$ cat src/rtl/core/ccls_pkg.sv
// Package for the lock cycle sequencer: payload structs, command, event and step codes.
// It holds the burst descriptor that passes from the front end to the back end.
// It has no dependencies.
package ccls_pkg;

    typedef struct packed {
        logic [1:0] kind;
        logic [2:0] event_code;
        logic       water_high;
        logic       left_moving;
        logic       right_moving;
    } t_in;

    typedef struct packed {
        logic       door_side;
        logic [3:0] command;
        logic [1:0] mode_report;
        logic [2:0] step_now;
        logic       last;
    } t_out;

    localparam int unsigned BURST_MAX = 4;
    localparam int unsigned IDX_W     = $clog2(BURST_MAX);
    localparam int unsigned CFG_IDX_W = 2;

    // input kinds
    localparam logic [1:0] K_EVENT  = 2'd0;
    localparam logic [1:0] K_START  = 2'd1;
    localparam logic [1:0] K_HALT   = 2'd2;
    localparam logic [1:0] K_RESUME = 2'd3;

    // plant events
    localparam logic [2:0] E_CLOSED     = 3'd0;
    localparam logic [2:0] E_STOPPED    = 3'd1;
    localparam logic [2:0] E_OPENED     = 3'd2;
    localparam logic [2:0] E_LEVEL_LOW  = 3'd3;
    localparam logic [2:0] E_ABOVE_V2   = 3'd4;
    localparam logic [2:0] E_ABOVE_V3   = 3'd5;
    localparam logic [2:0] E_LEVEL_HIGH = 3'd6;

    // door commands
    localparam logic [3:0] C_NONE         = 4'd0;
    localparam logic [3:0] C_CLOSE        = 4'd1;
    localparam logic [3:0] C_OPEN         = 4'd2;
    localparam logic [3:0] C_LOCK         = 4'd3;
    localparam logic [3:0] C_STOP         = 4'd4;
    localparam logic [3:0] C_BOTTOM_VALVE = 4'd5;
    localparam logic [3:0] C_MIDDLE_VALVE = 4'd6;
    localparam logic [3:0] C_TOP_VALVE    = 4'd7;
    localparam logic [3:0] C_CLOSE_VALVES = 4'd8;

    // mode reports
    localparam logic [1:0] M_UNCHANGED = 2'd0;
    localparam logic [1:0] M_IDLE      = 2'd1;
    localparam logic [1:0] M_STAY      = 2'd2;

    // register indexes
    localparam logic [CFG_IDX_W-1:0] R_LEFT_LOCK  = CFG_IDX_W'(0);
    localparam logic [CFG_IDX_W-1:0] R_RIGHT_LOCK = CFG_IDX_W'(1);

    localparam logic SIDE_LEFT  = 1'b0;
    localparam logic SIDE_RIGHT = 1'b1;

    typedef enum logic [2:0] {
        S_CLOSE_L = 3'd0,
        S_CLOSE_R = 3'd1,
        S_OPEN_L  = 3'd2,
        S_OPEN_R  = 3'd3,
        S_BOT_L   = 3'd4,
        S_BOT_R   = 3'd5,
        S_MID_R   = 3'd6,
        S_TOP_R   = 3'd7
    } t_step;

    typedef struct packed {
        logic [BURST_MAX-1:0]      side;
        logic [BURST_MAX-1:0][3:0] cmd;
        logic [IDX_W-1:0]          len_m1;
        logic [1:0]                mode;
        logic [2:0]                step;
    } t_burst;

    function automatic logic entry_side(input t_step step);
        logic s;
        case (step)
            S_CLOSE_L, S_OPEN_L, S_BOT_L: s = SIDE_LEFT;
            default:                      s = SIDE_RIGHT;
        endcase
        return s;
    endfunction

    function automatic logic [3:0] entry_cmd(input t_step step);
        logic [3:0] c;
        case (step)
            S_CLOSE_L, S_CLOSE_R: c = C_CLOSE;
            S_OPEN_L, S_OPEN_R:   c = C_OPEN;
            S_BOT_L, S_BOT_R:     c = C_BOTTOM_VALVE;
            S_MID_R:              c = C_MIDDLE_VALVE;
            default:              c = C_TOP_VALVE;
        endcase
        return c;
    endfunction

endpackage

$ cat src/rtl/core/ccls_front.sv
// Front end of the lock cycle sequencer: takes input transactions, holds the sub-step
// and the lock registers, and builds one burst descriptor per transaction.
// Depends on ccls_pkg.
module ccls_front (
    input  logic                            i_clk,
    input  logic                            i_rst_n,
    input  logic                            i_in_valid,
    input  ccls_pkg::t_in                   i_in,
    input  logic                            i_full,
    output logic                            o_push,
    output ccls_pkg::t_burst                o_burst,
    input  logic                            i_cfg_valid,
    input  logic [ccls_pkg::CFG_IDX_W-1:0]  i_cfg_index,
    input  logic                            i_cfg_data
);
    import ccls_pkg::*;

    t_step r_sub_step;
    t_step n_sub_step;
    logic  r_left_lock;
    logic  r_right_lock;

    logic [BURST_MAX-1:0]      side;
    logic [BURST_MAX-1:0][3:0] cmd;
    logic [IDX_W:0]            cnt;
    logic [1:0]                mode;
    logic                      dside;
    logic                      has_lock;

    always_comb begin
        side       = '0;
        cmd        = '0;
        cnt        = '0;
        mode       = M_UNCHANGED;
        n_sub_step = r_sub_step;
        dside      = r_sub_step[0];
        has_lock   = dside ? r_right_lock : r_left_lock;
        case (i_in.kind)
            K_EVENT: begin
                case (r_sub_step)
                    S_CLOSE_L, S_CLOSE_R: begin
                        if (i_in.event_code == E_CLOSED || i_in.event_code == E_STOPPED) begin
                            if (has_lock) begin
                                side[cnt[IDX_W-1:0]] = dside;
                                cmd[cnt[IDX_W-1:0]]  = C_LOCK;
                                cnt                  = cnt + 1'b1;
                            end
                            if (i_in.event_code == E_CLOSED) begin
                                n_sub_step = dside ? S_BOT_L : S_BOT_R;
                            end
                            side[cnt[IDX_W-1:0]] = entry_side(n_sub_step);
                            cmd[cnt[IDX_W-1:0]]  = entry_cmd(n_sub_step);
                            cnt                  = cnt + 1'b1;
                        end
                    end
                    S_OPEN_L, S_OPEN_R: begin
                        if (i_in.event_code == E_OPENED) begin
                            mode = M_IDLE;
                        end else if (i_in.event_code == E_STOPPED) begin
                            mode    = M_STAY;
                            side[0] = entry_side(r_sub_step);
                            cmd[0]  = entry_cmd(r_sub_step);
                            cnt     = (IDX_W+1)'(1);
                        end
                    end
                    S_BOT_L: begin
                        if (i_in.event_code == E_LEVEL_LOW) begin
                            n_sub_step = S_OPEN_L;
                            side[0]    = SIDE_LEFT;
                            cmd[0]     = C_CLOSE_VALVES;
                            side[1]    = entry_side(S_OPEN_L);
                            cmd[1]     = entry_cmd(S_OPEN_L);
                            cnt        = (IDX_W+1)'(2);
                        end
                    end
                    S_BOT_R: begin
                        if (i_in.event_code == E_ABOVE_V2) begin
                            n_sub_step = S_MID_R;
                            side[0]    = entry_side(S_MID_R);
                            cmd[0]     = entry_cmd(S_MID_R);
                            cnt        = (IDX_W+1)'(1);
                        end
                    end
                    S_MID_R: begin
                        if (i_in.event_code == E_ABOVE_V3) begin
                            n_sub_step = S_TOP_R;
                            side[0]    = entry_side(S_TOP_R);
                            cmd[0]     = entry_cmd(S_TOP_R);
                            cnt        = (IDX_W+1)'(1);
                        end
                    end
                    default: begin
                        if (i_in.event_code == E_LEVEL_HIGH) begin
                            n_sub_step = S_OPEN_R;
                            side[0]    = SIDE_RIGHT;
                            cmd[0]     = C_CLOSE_VALVES;
                            side[1]    = entry_side(S_OPEN_R);
                            cmd[1]     = entry_cmd(S_OPEN_R);
                            cnt        = (IDX_W+1)'(2);
                        end
                    end
                endcase
            end
            K_START: begin
                n_sub_step = i_in.water_high ? S_CLOSE_R : S_CLOSE_L;
                side[0]    = entry_side(n_sub_step);
                cmd[0]     = entry_cmd(n_sub_step);
                cnt        = (IDX_W+1)'(1);
            end
            K_HALT: begin
                side[0] = SIDE_LEFT;
                cmd[0]  = C_CLOSE_VALVES;
                side[1] = SIDE_RIGHT;
                cmd[1]  = C_CLOSE_VALVES;
                cnt     = (IDX_W+1)'(2);
                if (i_in.left_moving) begin
                    side[cnt[IDX_W-1:0]] = SIDE_LEFT;
                    cmd[cnt[IDX_W-1:0]]  = C_STOP;
                    cnt                  = cnt + 1'b1;
                end
                if (i_in.right_moving) begin
                    side[cnt[IDX_W-1:0]] = SIDE_RIGHT;
                    cmd[cnt[IDX_W-1:0]]  = C_STOP;
                    cnt                  = cnt + 1'b1;
                end
            end
            default: begin
                side[0] = entry_side(r_sub_step);
                cmd[0]  = entry_cmd(r_sub_step);
                cnt     = (IDX_W+1)'(1);
            end
        endcase
        // nothing to command: one empty result
        if (cnt == '0) begin
            cnt = (IDX_W+1)'(1);
        end
    end

    assign o_push         = i_in_valid && !i_full;
    assign o_burst.side   = side;
    assign o_burst.cmd    = cmd;
    assign o_burst.len_m1 = IDX_W'(cnt - 1'b1);
    assign o_burst.mode   = mode;
    assign o_burst.step   = n_sub_step;

    always_ff @(posedge i_clk) begin
        if (!i_rst_n) begin
            r_sub_step   <= S_CLOSE_L;
            r_left_lock  <= 1'b0;
            r_right_lock <= 1'b0;
        end else begin
            if (o_push) begin
                r_sub_step <= n_sub_step;
            end
            if (i_cfg_valid && i_cfg_index == R_LEFT_LOCK) begin
                r_left_lock <= i_cfg_data;
            end
            if (i_cfg_valid && i_cfg_index == R_RIGHT_LOCK) begin
                r_right_lock <= i_cfg_data;
            end
        end
    end

endmodule

$ cat src/rtl/core/ccls_queue.sv
// Two-entry queue of burst descriptors between the front end and the back end.
// Depends on ccls_pkg.
module ccls_queue (
    input  logic             i_clk,
    input  logic             i_rst_n,
    input  logic             i_push,
    input  ccls_pkg::t_burst i_data,
    input  logic             i_pop,
    output logic             o_full,
    output logic             o_valid,
    output ccls_pkg::t_burst o_head
);
    import ccls_pkg::*;

    t_burst     r_mem [2];
    logic       r_wr_ptr;
    logic       r_rd_ptr;
    logic [1:0] r_count;
    logic [1:0] n_count;

    assign o_full  = (r_count == 2'd2);
    assign o_valid = (r_count != 2'd0);
    assign o_head  = r_mem[r_rd_ptr];

    always_comb begin
        n_count = r_count;
        case ({i_push, i_pop})
            2'b10:   n_count = r_count + 2'd1;
            2'b01:   n_count = r_count - 2'd1;
            default: n_count = r_count;
        endcase
    end

    always_ff @(posedge i_clk) begin
        if (i_push) begin
            r_mem[r_wr_ptr] <= i_data;
        end
    end

    always_ff @(posedge i_clk) begin
        if (!i_rst_n) begin
            r_wr_ptr <= 1'b0;
            r_rd_ptr <= 1'b0;
            r_count  <= 2'd0;
        end else begin
            if (i_push) begin
                r_wr_ptr <= !r_wr_ptr;
            end
            if (i_pop) begin
                r_rd_ptr <= !r_rd_ptr;
            end
            r_count <= n_count;
        end
    end

endmodule

$ cat src/rtl/core/ccls_back.sv
// Back end of the lock cycle sequencer: walks the head burst one command per cycle,
// unless the output is stalled, into the output register and pops the descriptor after its last command.
// Depends on ccls_pkg.
module ccls_back (
    input  logic             i_clk,
    input  logic             i_rst_n,
    input  logic             i_q_valid,
    input  ccls_pkg::t_burst i_q_head,
    output logic             o_q_pop,
    output logic             o_out_valid,
    output ccls_pkg::t_out   o_out,
    input  logic             i_out_stall
);
    import ccls_pkg::*;

    logic                r_out_valid;
    t_out                r_out;
    logic [IDX_W-1:0]    r_idx;
    logic                advance;
    logic                load;
    logic                at_end;

    assign advance = !r_out_valid || !i_out_stall;
    assign load    = advance && i_q_valid;
    assign at_end  = (r_idx == i_q_head.len_m1);
    assign o_q_pop = load && at_end;

    assign o_out_valid = r_out_valid;
    assign o_out       = r_out;

    always_ff @(posedge i_clk) begin
        if (load) begin
            r_out.door_side   <= i_q_head.side[r_idx];
            r_out.command     <= i_q_head.cmd[r_idx];
            r_out.mode_report <= i_q_head.mode;
            r_out.step_now    <= i_q_head.step;
            r_out.last        <= at_end;
        end
    end

    always_ff @(posedge i_clk) begin
        if (!i_rst_n) begin
            r_out_valid <= 1'b0;
            r_idx       <= '0;
        end else begin
            if (advance) begin
                r_out_valid <= i_q_valid;
            end
            if (load) begin
                r_idx <= at_end ? '0 : r_idx + 1'b1;
            end
        end
    end

endmodule

$ cat src/rtl/core/canal_lock_cycle_sequencer_unit.sv
// Canal lock cycle sequencer: top level tying front end, burst queue and back end.
// Depends on ccls_pkg, ccls_front, ccls_queue, ccls_back.
//
// Usage:
//   Input channel (i_in_valid / o_in_stall / i_in) takes one transaction per cycle
//   while o_in_stall is low: an event, a start, a halt or a resume. Each gives a burst
//   of one to four door commands on the output channel (o_out_valid / i_out_stall /
//   o_out), one per cycle while i_out_stall is low, the final one flagged by last.
//   A burst's first command passes through the burst queue and then the output register.
//   Throughput: one command per cycle out of the back end unless the output stalls;
//   the front end accepts one input per cycle while the two-entry burst queue has room.
//   Configuration (i_cfg_valid / o_cfg_ready, always ready) writes the left and right
//   lock flags; write only while the block is idle.
//   Reset (i_rst_n low, synchronous) sets the sub-step to close-left, clears both
//   lock flags and empties the queue and the output register.
//   When the receiver stalls, the output holds its command; the queue fills and then
//   o_in_stall rises until a slot frees.
module canal_lock_cycle_sequencer_unit (
    input  logic                            i_clk,
    input  logic                            i_rst_n,
    input  logic                            i_in_valid,
    output logic                            o_in_stall,
    input  ccls_pkg::t_in                   i_in,
    output logic                            o_out_valid,
    input  logic                            i_out_stall,
    output ccls_pkg::t_out                  o_out,
    input  logic                            i_cfg_valid,
    output logic                            o_cfg_ready,
    input  logic [ccls_pkg::CFG_IDX_W-1:0]  i_cfg_index,
    input  logic                            i_cfg_data
);
    import ccls_pkg::*;

    logic   push;
    logic   pop;
    logic   q_full;
    logic   q_valid;
    t_burst burst;
    t_burst q_head;

    assign o_in_stall  = q_full;
    assign o_cfg_ready = 1'b1;

    ccls_front u_front (
        .i_clk       (i_clk),
        .i_rst_n     (i_rst_n),
        .i_in_valid  (i_in_valid),
        .i_in        (i_in),
        .i_full      (q_full),
        .o_push      (push),
        .o_burst     (burst),
        .i_cfg_valid (i_cfg_valid && o_cfg_ready),
        .i_cfg_index (i_cfg_index),
        .i_cfg_data  (i_cfg_data)
    );

    ccls_queue u_queue (
        .i_clk   (i_clk),
        .i_rst_n (i_rst_n),
        .i_push  (push),
        .i_data  (burst),
        .i_pop   (pop),
        .o_full  (q_full),
        .o_valid (q_valid),
        .o_head  (q_head)
    );

    ccls_back u_back (
        .i_clk       (i_clk),
        .i_rst_n     (i_rst_n),
        .i_q_valid   (q_valid),
        .i_q_head    (q_head),
        .o_q_pop     (pop),
        .o_out_valid (o_out_valid),
        .o_out       (o_out),
        .i_out_stall (i_out_stall)
    );

endmodule

$ cat config.mk
export PLATFORM = sky130hd
export DESIGN_NAME = canal_lock_cycle_sequencer_unit
export DESIGN_NICKNAME = d
export VERILOG_FILES = /design/src/rtl/core/ccls_pkg.sv /design/src/rtl/core/ccls_front.sv /design/src/rtl/core/ccls_queue.sv /design/src/rtl/core/ccls_back.sv /design/src/rtl/core/canal_lock_cycle_sequencer_unit.sv
export SDC_FILE = /design/constraint.sdc
export NUM_CORES = 1
export LEC_CHECK = 0
export BUFFER_PORTS_ARGS = -buffer_cell sky130_fd_sc_hd__buf_2
export CAP_MARGIN = 20
export CELL_PAD_IN_SITES_DETAIL_PLACEMENT = 2
export CELL_PAD_IN_SITES_GLOBAL_PLACEMENT = 2
export CORE_MARGIN = 3
export CORE_UTILIZATION = 40
export DETAILED_ROUTE_END_ITERATION = 8
export PLACE_DENSITY_LB_ADDON = 0.1
export SETUP_SLACK_MARGIN = 0.1
export SYNTH_ARGS = -nofsm -noshare
export SYNTH_HDL_FRONTEND = slang
export SYNTH_SLANG_ARGS = --single-unit
export TNS_END_PERCENT = 1
$ cat constraint.sdc
create_clock -name i_clk -period 3.3 [get_ports i_clk]
set_clock_uncertainty 0.15 [all_clocks]
set_input_delay 0.165 -clock i_clk [delete_from_list [all_inputs] [get_ports i_clk]]
set_output_delay 0.165 -clock i_clk [all_outputs]
set_load 0.1 [all_outputs]
==> results.sh, run 1 <==
export IMPL_outcome="finished clean"
export IMPL_syn_nets=286
export IMPL_max_cap_violations=0
export IMPL_antenna_violating_nets_left=0
export IMPL_die_y_um=94.7
export IMPL_io_pins=30
export IMPL_viasPerCell=5.49
export IMPL_clk_transition_reported_paths_ns=0.08
export IMPL_numPortBuffers=28
export IMPL_maximum_number_of_pins_on_one_net_before_global_route_repair=23
export IMPL_post_route_period_util_pct=70.1
export IMPL_cts_root_buf="sky130_fd_sc_hd__clkbuf_8"
export IMPL_synth_area_top_cells="sky130_fd_sc_hd__edfxtp_1 49%, sky130_fd_sc_hd__dfxtp_1 8.3%, sky130_fd_sc_hd__mux4_2 3.6%"
export IMPL_combPwrFrac_pct=38.1
export IMPL_report_final_setup_viol=0
export IMPL_syn_to_final_growth_pct=14.5
export IMPL_share_of_power_burned_in_registers_pct=38.7
export IMPL_post_cts_resized_instances=0
export IMPL_hold_ws_ns=0.0235
export IMPL_initial_core_util_pct=42.3
export IMPL_synth_edff_count=51
export IMPL_critPathCaptureType="flip-flop"
export IMPL_dr_total_vias=2184
export IMPL_wire_per_inst_um=20.2
export IMPL_overall_die_width_um=94.7
export IMPL_timing_critical_path_required_ns=3.42
export IMPL_synthMostInstantiatedCell="sky130_fd_sc_hd__edfxtp_1"
export IMPL_design_core_area_sq_um=7450
export IMPL_numClockSinks=64
export IMPL_rows=31
export IMPL_switching_power_as_a_share_of_total_power_pct=41.3
export IMPL_insertion_delay_ns=0.35
export IMPL_floorplan_die_area_sq_um=8970
export IMPL_number_of_antenna_violations_at_the_first_check_in_global_routing=0
export IMPL_mappedNetlistArea_sq_um=3150
export IMPL_worstHoldPathType="in -> reg"
export IMPL_grt_pass1_wl_mm=12.8
export IMPL_fraction_of_registers_with_async_set_or_reset_after_synthesis_pct=0
export IMPL_ys_warnings_count=0
export IMPL_postSynth_topFlopCell="sky130_fd_sc_hd__edfxtp_1"
export IMPL_htreeDepth=3
export IMPL_synthesis_instances=265
export IMPL_final_min_clock_period_ns=2.31
export IMPL_leakage_component_of_the_power_nw=1.33
export IMPL_postSynthRegisterBits=64
export IMPL_fin_nets=315
export IMPL_crit_type="reg -> reg"
export IMPL_hold_viol=0
export IMPL_synth_lib_cells_used_distinct=53
export IMPL_critical_path_peak_fanout=8
export IMPL_ir_worst_vdd_mv=0.251
export IMPL_achievable_frequency_mhz=432
export IMPL_cts_buffers=9
export IMPL_cts_root_to_sink_buffers=2
export IMPL_drt_initial_drc_count=111
export IMPL_ys_seq_area_share_pct=56.9
export IMPL_grt_overflow_total=0
export IMPL_synth_avg_cell_area_sq_um=11.9
export IMPL_final_max_slew_viol_count=0
export IMPL_postCtsSetupBuffers=0
export IMPL_share_clk_of_total_power_pct=23.2
export IMPL_cts_tree="built"
export IMPL_grtUsageTotal_pct=19.6
export IMPL_final_util_pct=48.4
export IMPL_tightestPinTransition_ns=0.752
export IMPL_synth_top_area_share_pct=48.6
export IMPL_total_switching_power_w=0.00128
export IMPL_totalWireLength_mm=8.03
export IMPL_n_antenna_cell=0
export IMPL_synth_top_cells_by_count="51 x sky130_fd_sc_hd__edfxtp_1, 21 x sky130_fd_sc_hd__nor2_1, 20 x sky130_fd_sc_hd__nand2_1"
export IMPL_rsz0062_at_grt="false"
export IMPL_drt_pass1_iterations=4
export IMPL_finalWeightedCongestion=0.771
export IMPL_power_density_nw_per_um2=858
export IMPL_hpwl_mm=5.59
export IMPL_nFillCells=761
export IMPL_internal_power_w=0.00181
export IMPL_finalSetupTns_ns=0
export IMPL_first_global_vias=2306
export IMPL_start_kind="flip-flop"
export IMPL_share_of_post_route_cells_with_drive_strength_above_1_pct=21.7
export IMPL_timing_max_slew_rel_slack_pct=49.8
export IMPL_post_route_drc_count=0
export IMPL_yosysTopAreaCell="sky130_fd_sc_hd__edfxtp_1"
export IMPL_crit_arrival_ns=2.44
per-layer routing:
metal | GRT usage [%] | vias to the layer above | share of wire [%]
li1 | - | 1031 | -
met1 | 24.5 | 1091 | 44
met2 | 32.2 | 46 | 50
met3 | 4.70 | 16 | 3.3
met4 | 8.65 | 0 | 2.3
met5 | 0 | - | 0
cells by family after synthesis:
| kind of cell | share of synthesized area [%] |
|---|---|
| xor+xnor | 2.22 |
| other cells | 0.119 |
| fa+ha+maj | 1.99 |
| compound gates | 10.6 |
| buf+inv | 4.41 |
| flops | 56.9 |
| mux | 9.22 |
| simple gates | 14.5 |
registers in the layout, indices dropped and copies added (netlist names), named ones only:
register	cells
u_back.o_out_valid	1
u_back.r_idx	2
u_back.o_out	11
u_queue.r_count	2
u_queue.r_rd_ptr	1
u_front.r_right_lock	1
u_queue.r_wr_ptr	1
u_front.r_sub_step	3
u_front.r_left_lock	1
u_queue.r_mem	40
worst paths after layout:
path                                   startpoint                         endpoint  slack [ns]  cells after the start
setup / recovery                        flip-flop  u_queue.r_count[1]$_SDFFE_PN0P_        0.99                      6
hold / removal                            i_rst_n    u_queue.r_wr_ptr$_SDFFE_PN0P_        0.02                      2
setup reg to reg                        flip-flop  u_queue.r_count[1]$_SDFFE_PN0P_        0.99                      6
hold reg to reg   u_back.o_out_valid$_SDFFE_PN0P_  u_back.o_out_valid$_SDFFE_PN0P_        0.33                      2
critical path: stages (launching register included):
cell and delay [ns]:
sky130_fd_sc_hd__dfxtp_1 0.54, sky130_fd_sc_hd__mux2i_1 0.28, sky130_fd_sc_hd__xnor2_1 0.12, sky130_fd_sc_hd__nor3b_2 0.29, sky130_fd_sc_hd__ha_1 0.31, sky130_fd_sc_hd__or3_1 0.38
sky130_fd_sc_hd__a21boi_0 0.18
power groups by stage:
stage          combinational [W]  sequential, W  clock (W)
2_1_floorplan           0.000470        0.00170          0
3_3_place_gp             0.00116        0.00120          0
3_5_place_dp             0.00118        0.00122          0
4_1_cts                  0.00119        0.00120   0.000738
5_1_grt                  0.00125        0.00122   0.000769
6_report                 0.00118        0.00120   0.000718
cell usage in the layout, fill, tap and decap left out, types with 3 or more instances in the layout:
| cell | n |
|---|---|
| sky130_fd_sc_hd__clkbuf_8 | 10 |
| sky130_fd_sc_hd__ha_1 | 5 |
| sky130_fd_sc_hd__o21ai_0 | 9 |
| sky130_fd_sc_hd__o31ai_1 | 3 |
| sky130_fd_sc_hd__nand2_1 | 20 |
| sky130_fd_sc_hd__buf_4 | 6 |
| sky130_fd_sc_hd__mux2i_1 | 8 |
| sky130_fd_sc_hd__nor3_1 | 5 |
| sky130_fd_sc_hd__xnor2_1 | 6 |
| sky130_fd_sc_hd__a31oi_1 | 4 |
| sky130_fd_sc_hd__o21a_1 | 4 |
| sky130_fd_sc_hd__dfxtp_1 | 13 |
| sky130_fd_sc_hd__nand3b_1 | 4 |
| sky130_fd_sc_hd__inv_1 | 12 |
| sky130_fd_sc_hd__nor2b_1 | 5 |
| sky130_fd_sc_hd__edfxtp_1 | 51 |
| sky130_fd_sc_hd__mux4_2 | 5 |
| sky130_fd_sc_hd__nand2b_1 | 7 |
| sky130_fd_sc_hd__mux2_2 | 6 |
| sky130_fd_sc_hd__dlygate4sd3_1 | 3 |
| sky130_fd_sc_hd__and2_1 | 5 |
| sky130_fd_sc_hd__nor2_1 | 21 |
| sky130_fd_sc_hd__nor4_1 | 3 |
| sky130_fd_sc_hd__nand3_1 | 4 |
| sky130_fd_sc_hd__a21oi_1 | 9 |
| sky130_fd_sc_hd__a21boi_0 | 3 |
| sky130_fd_sc_hd__buf_2 | 28 |
layout make-up:
class | count | area [sq um] | share of cell area, %
flip-flops and latches | 64 | 1790 | 49.7
multi-input cells | 170 | 1220 | 33.8
repair buffers | 37 | 215 | 5.97
clock buffers | 13 | 170 | 4.72
well taps | 99 | 124 | 3.44
inverters | 12 | 45.0 | 1.25
clock inverters | 3 | 40.0 | 1.11
through the flow:
stage / total power (W) / cells / area [sq um] / setup slack (ns)
finish: 0.00309 / 398 / 3600 / 0.985
global route: 0.00324 / 398 / 3600 / 0.792
CTS: 0.00313 / 398 / 3600 / 0.921
detailed placement: 0.00240 / 379 / 3360 / 0.938
global placement: 0.00237 / 379 / 3360 / 1.10
floorplan: 0.00217 / 265 / 3150 / 0.418
timing repair:
action | in CTS | in global routing
endpoints found under the hold margin | 4 | 0
hold buffers | 3 | 0
setup endpoints to repair | 0 | 0
(Power assumes the default switching activity.)
==> run 2: changes to the inputs <==
==> constraint.sdc (replaced) <==
create_clock -name i_clk -period 2.2 [get_ports i_clk]
set_clock_uncertainty 0.15 [all_clocks]
set_input_delay 0.11 -clock i_clk [delete_from_list [all_inputs] [get_ports i_clk]]
set_output_delay 0.11 -clock i_clk [all_outputs]
set_load 0.1 [all_outputs]
==> results.sh, run 2 (same netlist as run 1, synthesis figures left out) <==
export IMPL_htreeDepth=3
export IMPL_maximum_number_of_pins_on_one_net_before_global_route_repair=21
export IMPL_worst_hold_path_endpoint="u_queue.r_mem[0][23]$_DFFE_PP_"
export IMPL_r2r_cells=5
export IMPL_finalWeightedCongestion=0.871
export IMPL_timing_critical_path_buf_inv=0
export IMPL_floorplan_die_area_sq_um=8970
export IMPL_rsz0062_at_grt="true"
export IMPL_worstHoldPathType="in -> reg"
export IMPL_cts_tree="built"
export IMPL_cts_root_to_sink_buffers=2
export IMPL_hold_path_startpoint="i_in[2]"
export IMPL_n_antenna_cell=0
export IMPL_critical_path_peak_fanout=10
export IMPL_grt_overflow_total=0
export IMPL_final_max_slew_viol_count=0
export IMPL_max_cap_violations=0
export IMPL_power_total_w=0.00486
export IMPL_die_y_um=94.7
export IMPL_power_density_nw_per_um2=1270
export IMPL_viasPerCell=5.37
export IMPL_placedInstanceArea_sq_um=3500
export IMPL_io_pins=30
export IMPL_dr_total_vias=2250
export IMPL_insertion_delay_ns=0.35
export IMPL_leakage_component_of_the_power_nw=1.45
export IMPL_crit_chain="and3b_1, a21oi_1, o31ai_1, o32a_1, mux2_4"
export IMPL_totalWireLength_mm=8.42
export IMPL_fin_nets=336
export IMPL_outcome="finished clean"
export IMPL_overall_die_width_um=94.7
export IMPL_drt_pass1_iterations=4
export IMPL_post_route_drc_count=0
export IMPL_post_route_worst_setup_slack_ns=0.150
export IMPL_clk_transition_reported_paths_ns=0.08
export IMPL_first_global_vias=2500
export IMPL_crit_type="reg -> reg"
export IMPL_rows=31
export IMPL_reg2reg_start="u_front.r_sub_step[0]$_SDFFE_PN0P_"
export IMPL_hpwl_mm=5.82
export IMPL_share_of_post_route_cells_with_drive_strength_above_1_pct=28.4
export IMPL_design_core_area_sq_um=7450
export IMPL_numPortBuffers=28
export IMPL_critPathMaxStageDelay_ns=0.43
export IMPL_grtUsageTotal_pct=20.9
export IMPL_wire_per_inst_um=20.1
export IMPL_largest_register_ffs=40
export IMPL_final_cell_mix="51 x sky130_fd_sc_hd__edfxtp_1, 28 x sky130_fd_sc_hd__buf_2, 20 x sky130_fd_sc_hd__nor2_1, 20 x sky130_fd_sc_hd__nand2_1, 19 x sky130_fd_sc_hd__buf_4"
export IMPL_critPathCaptureType="flip-flop"
export IMPL_cpMaxStageDelayCell="sky130_fd_sc_hd__dfxtp_2"
export IMPL_numClockSinks=64
export IMPL_ir_worst_vdd_mv=0.352
export IMPL_number_of_antenna_violations_at_the_first_check_in_global_routing=0
export IMPL_ff2ff_setup_slack_ns=0.15
export IMPL_cts_root_buf="sky130_fd_sc_hd__clkbuf_8"
export IMPL_cp_top_family="compound AO/OA/AOI/OAI gates"
export IMPL_post_place_ws_ns=-0.0160
export IMPL_syn_to_final_growth_pct=22.1
export IMPL_hold_viol=0
export IMPL_worst_r2r_endpoint="u_queue.r_mem[1][6]$_DFFE_PP_"
export IMPL_crit_arrival_ns=2.00
export IMPL_drt_initial_drc_count=135
export IMPL_timing_critical_path_required_ns=2.15
export IMPL_final_min_clock_period_ns=2.05
export IMPL_cts_buffers=9
export IMPL_fin_area_sq_um=3840
export IMPL_hold_path_depth=3
export IMPL_initial_core_util_pct=42.3
export IMPL_final_util_pct=51.6
export IMPL_grt_pass1_wl_mm=13.7
export IMPL_start_kind="flip-flop"
export IMPL_achievable_frequency_mhz=488
export IMPL_antenna_violating_nets_left=0
export IMPL_register_with_the_most_flip_flops="u_queue.r_mem"
export IMPL_report_final_setup_viol=0
export IMPL_post_route_period_util_pct=93.2
export IMPL_mostFrequentLayoutCell="sky130_fd_sc_hd__edfxtp_1"
==> run 2: metal layers <==
layer	share of wire, %	up-vias	GRT usage (%)
li1	-	1069	-
met2	52	49	36.5
met5	0	-	0
met3	3.6	17	5.74
met1	43	1115	25.0
met4	1.9	0	6.61
==> run 2: through the flow <==
step                hold slack (ns)  instances  TNS [ns]
detailed placement            0.256        392   -0.0160
floorplan                     0.103        265         0
global route                 0.0548        419         0
CTS                         -0.0577        417         0
finish                       0.0357        419         0
global placement              0.234        392         0
==> run 2: what timing repair did <==
item,in CTS,in global routing
setup endpoints to repair,5,7
setup buffers,1,1
pin swaps,1,2
hold buffers,8,1
gates resized for setup,3,5
endpoints found under the hold margin,11,5
==> run 2: worst max-delay path by stage <==
stage	endpoint	startpoint	slack, ns	depth (start not counted)
floorplan	u_queue.r_mem[1][0]$_DFFE_PP_	u_queue.r_count[0]$_SDFFE_PN0P_	0.07	3
global placement	u_queue.r_count[1]$_SDFFE_PN0P_	flip-flop	0.16	6
detailed placement	u_queue.r_count[1]$_SDFFE_PN0P_	flip-flop	-0.02	6
CTS	u_queue.r_count[1]$_SDFFE_PN0P_	flip-flop	0.1	6
global route	u_queue.r_mem[1][0]$_DFFE_PP_	u_front.r_sub_step[1]$_SDFFE_PN0P_	0.04	5
finish	u_queue.r_mem[1][6]$_DFFE_PP_	u_front.r_sub_step[0]$_SDFFE_PN0P_	0.15	5
==> run 2: worst reg2reg max path, cell delays in order (launching register included) <==
cell and delay, ns:
sky130_fd_sc_hd__dfxtp_2 0.43, sky130_fd_sc_hd__and3b_1 0.23, sky130_fd_sc_hd__a21oi_1 0.20, sky130_fd_sc_hd__o31ai_1 0.13, sky130_fd_sc_hd__o32a_1 0.37, sky130_fd_sc_hd__mux2_4 0.29
==> run 2: layout make-up <==
class	instances	area, sq um
fill	740	3600
sequential	64	1800
clock buffer	9	124
tap	99	124
inverter	12	45.0
clock inverter	7	95.1
timing repair buffer	58	413
multi-input combinational	170	1240
==> run 2: power breakdown <==
| group | total (W) | internal [W] | leakage, nW | switching [W] |
|---|---|---|---|---|
| Sequential | 0.00177 | 0.00166 | 0.597 | 0.000109 |
| Clock | 0.00113 | 0.000639 | 0.110 | 0.000491 |
| Combinational | 0.00197 | 0.000563 | 0.745 | 0.00141 |
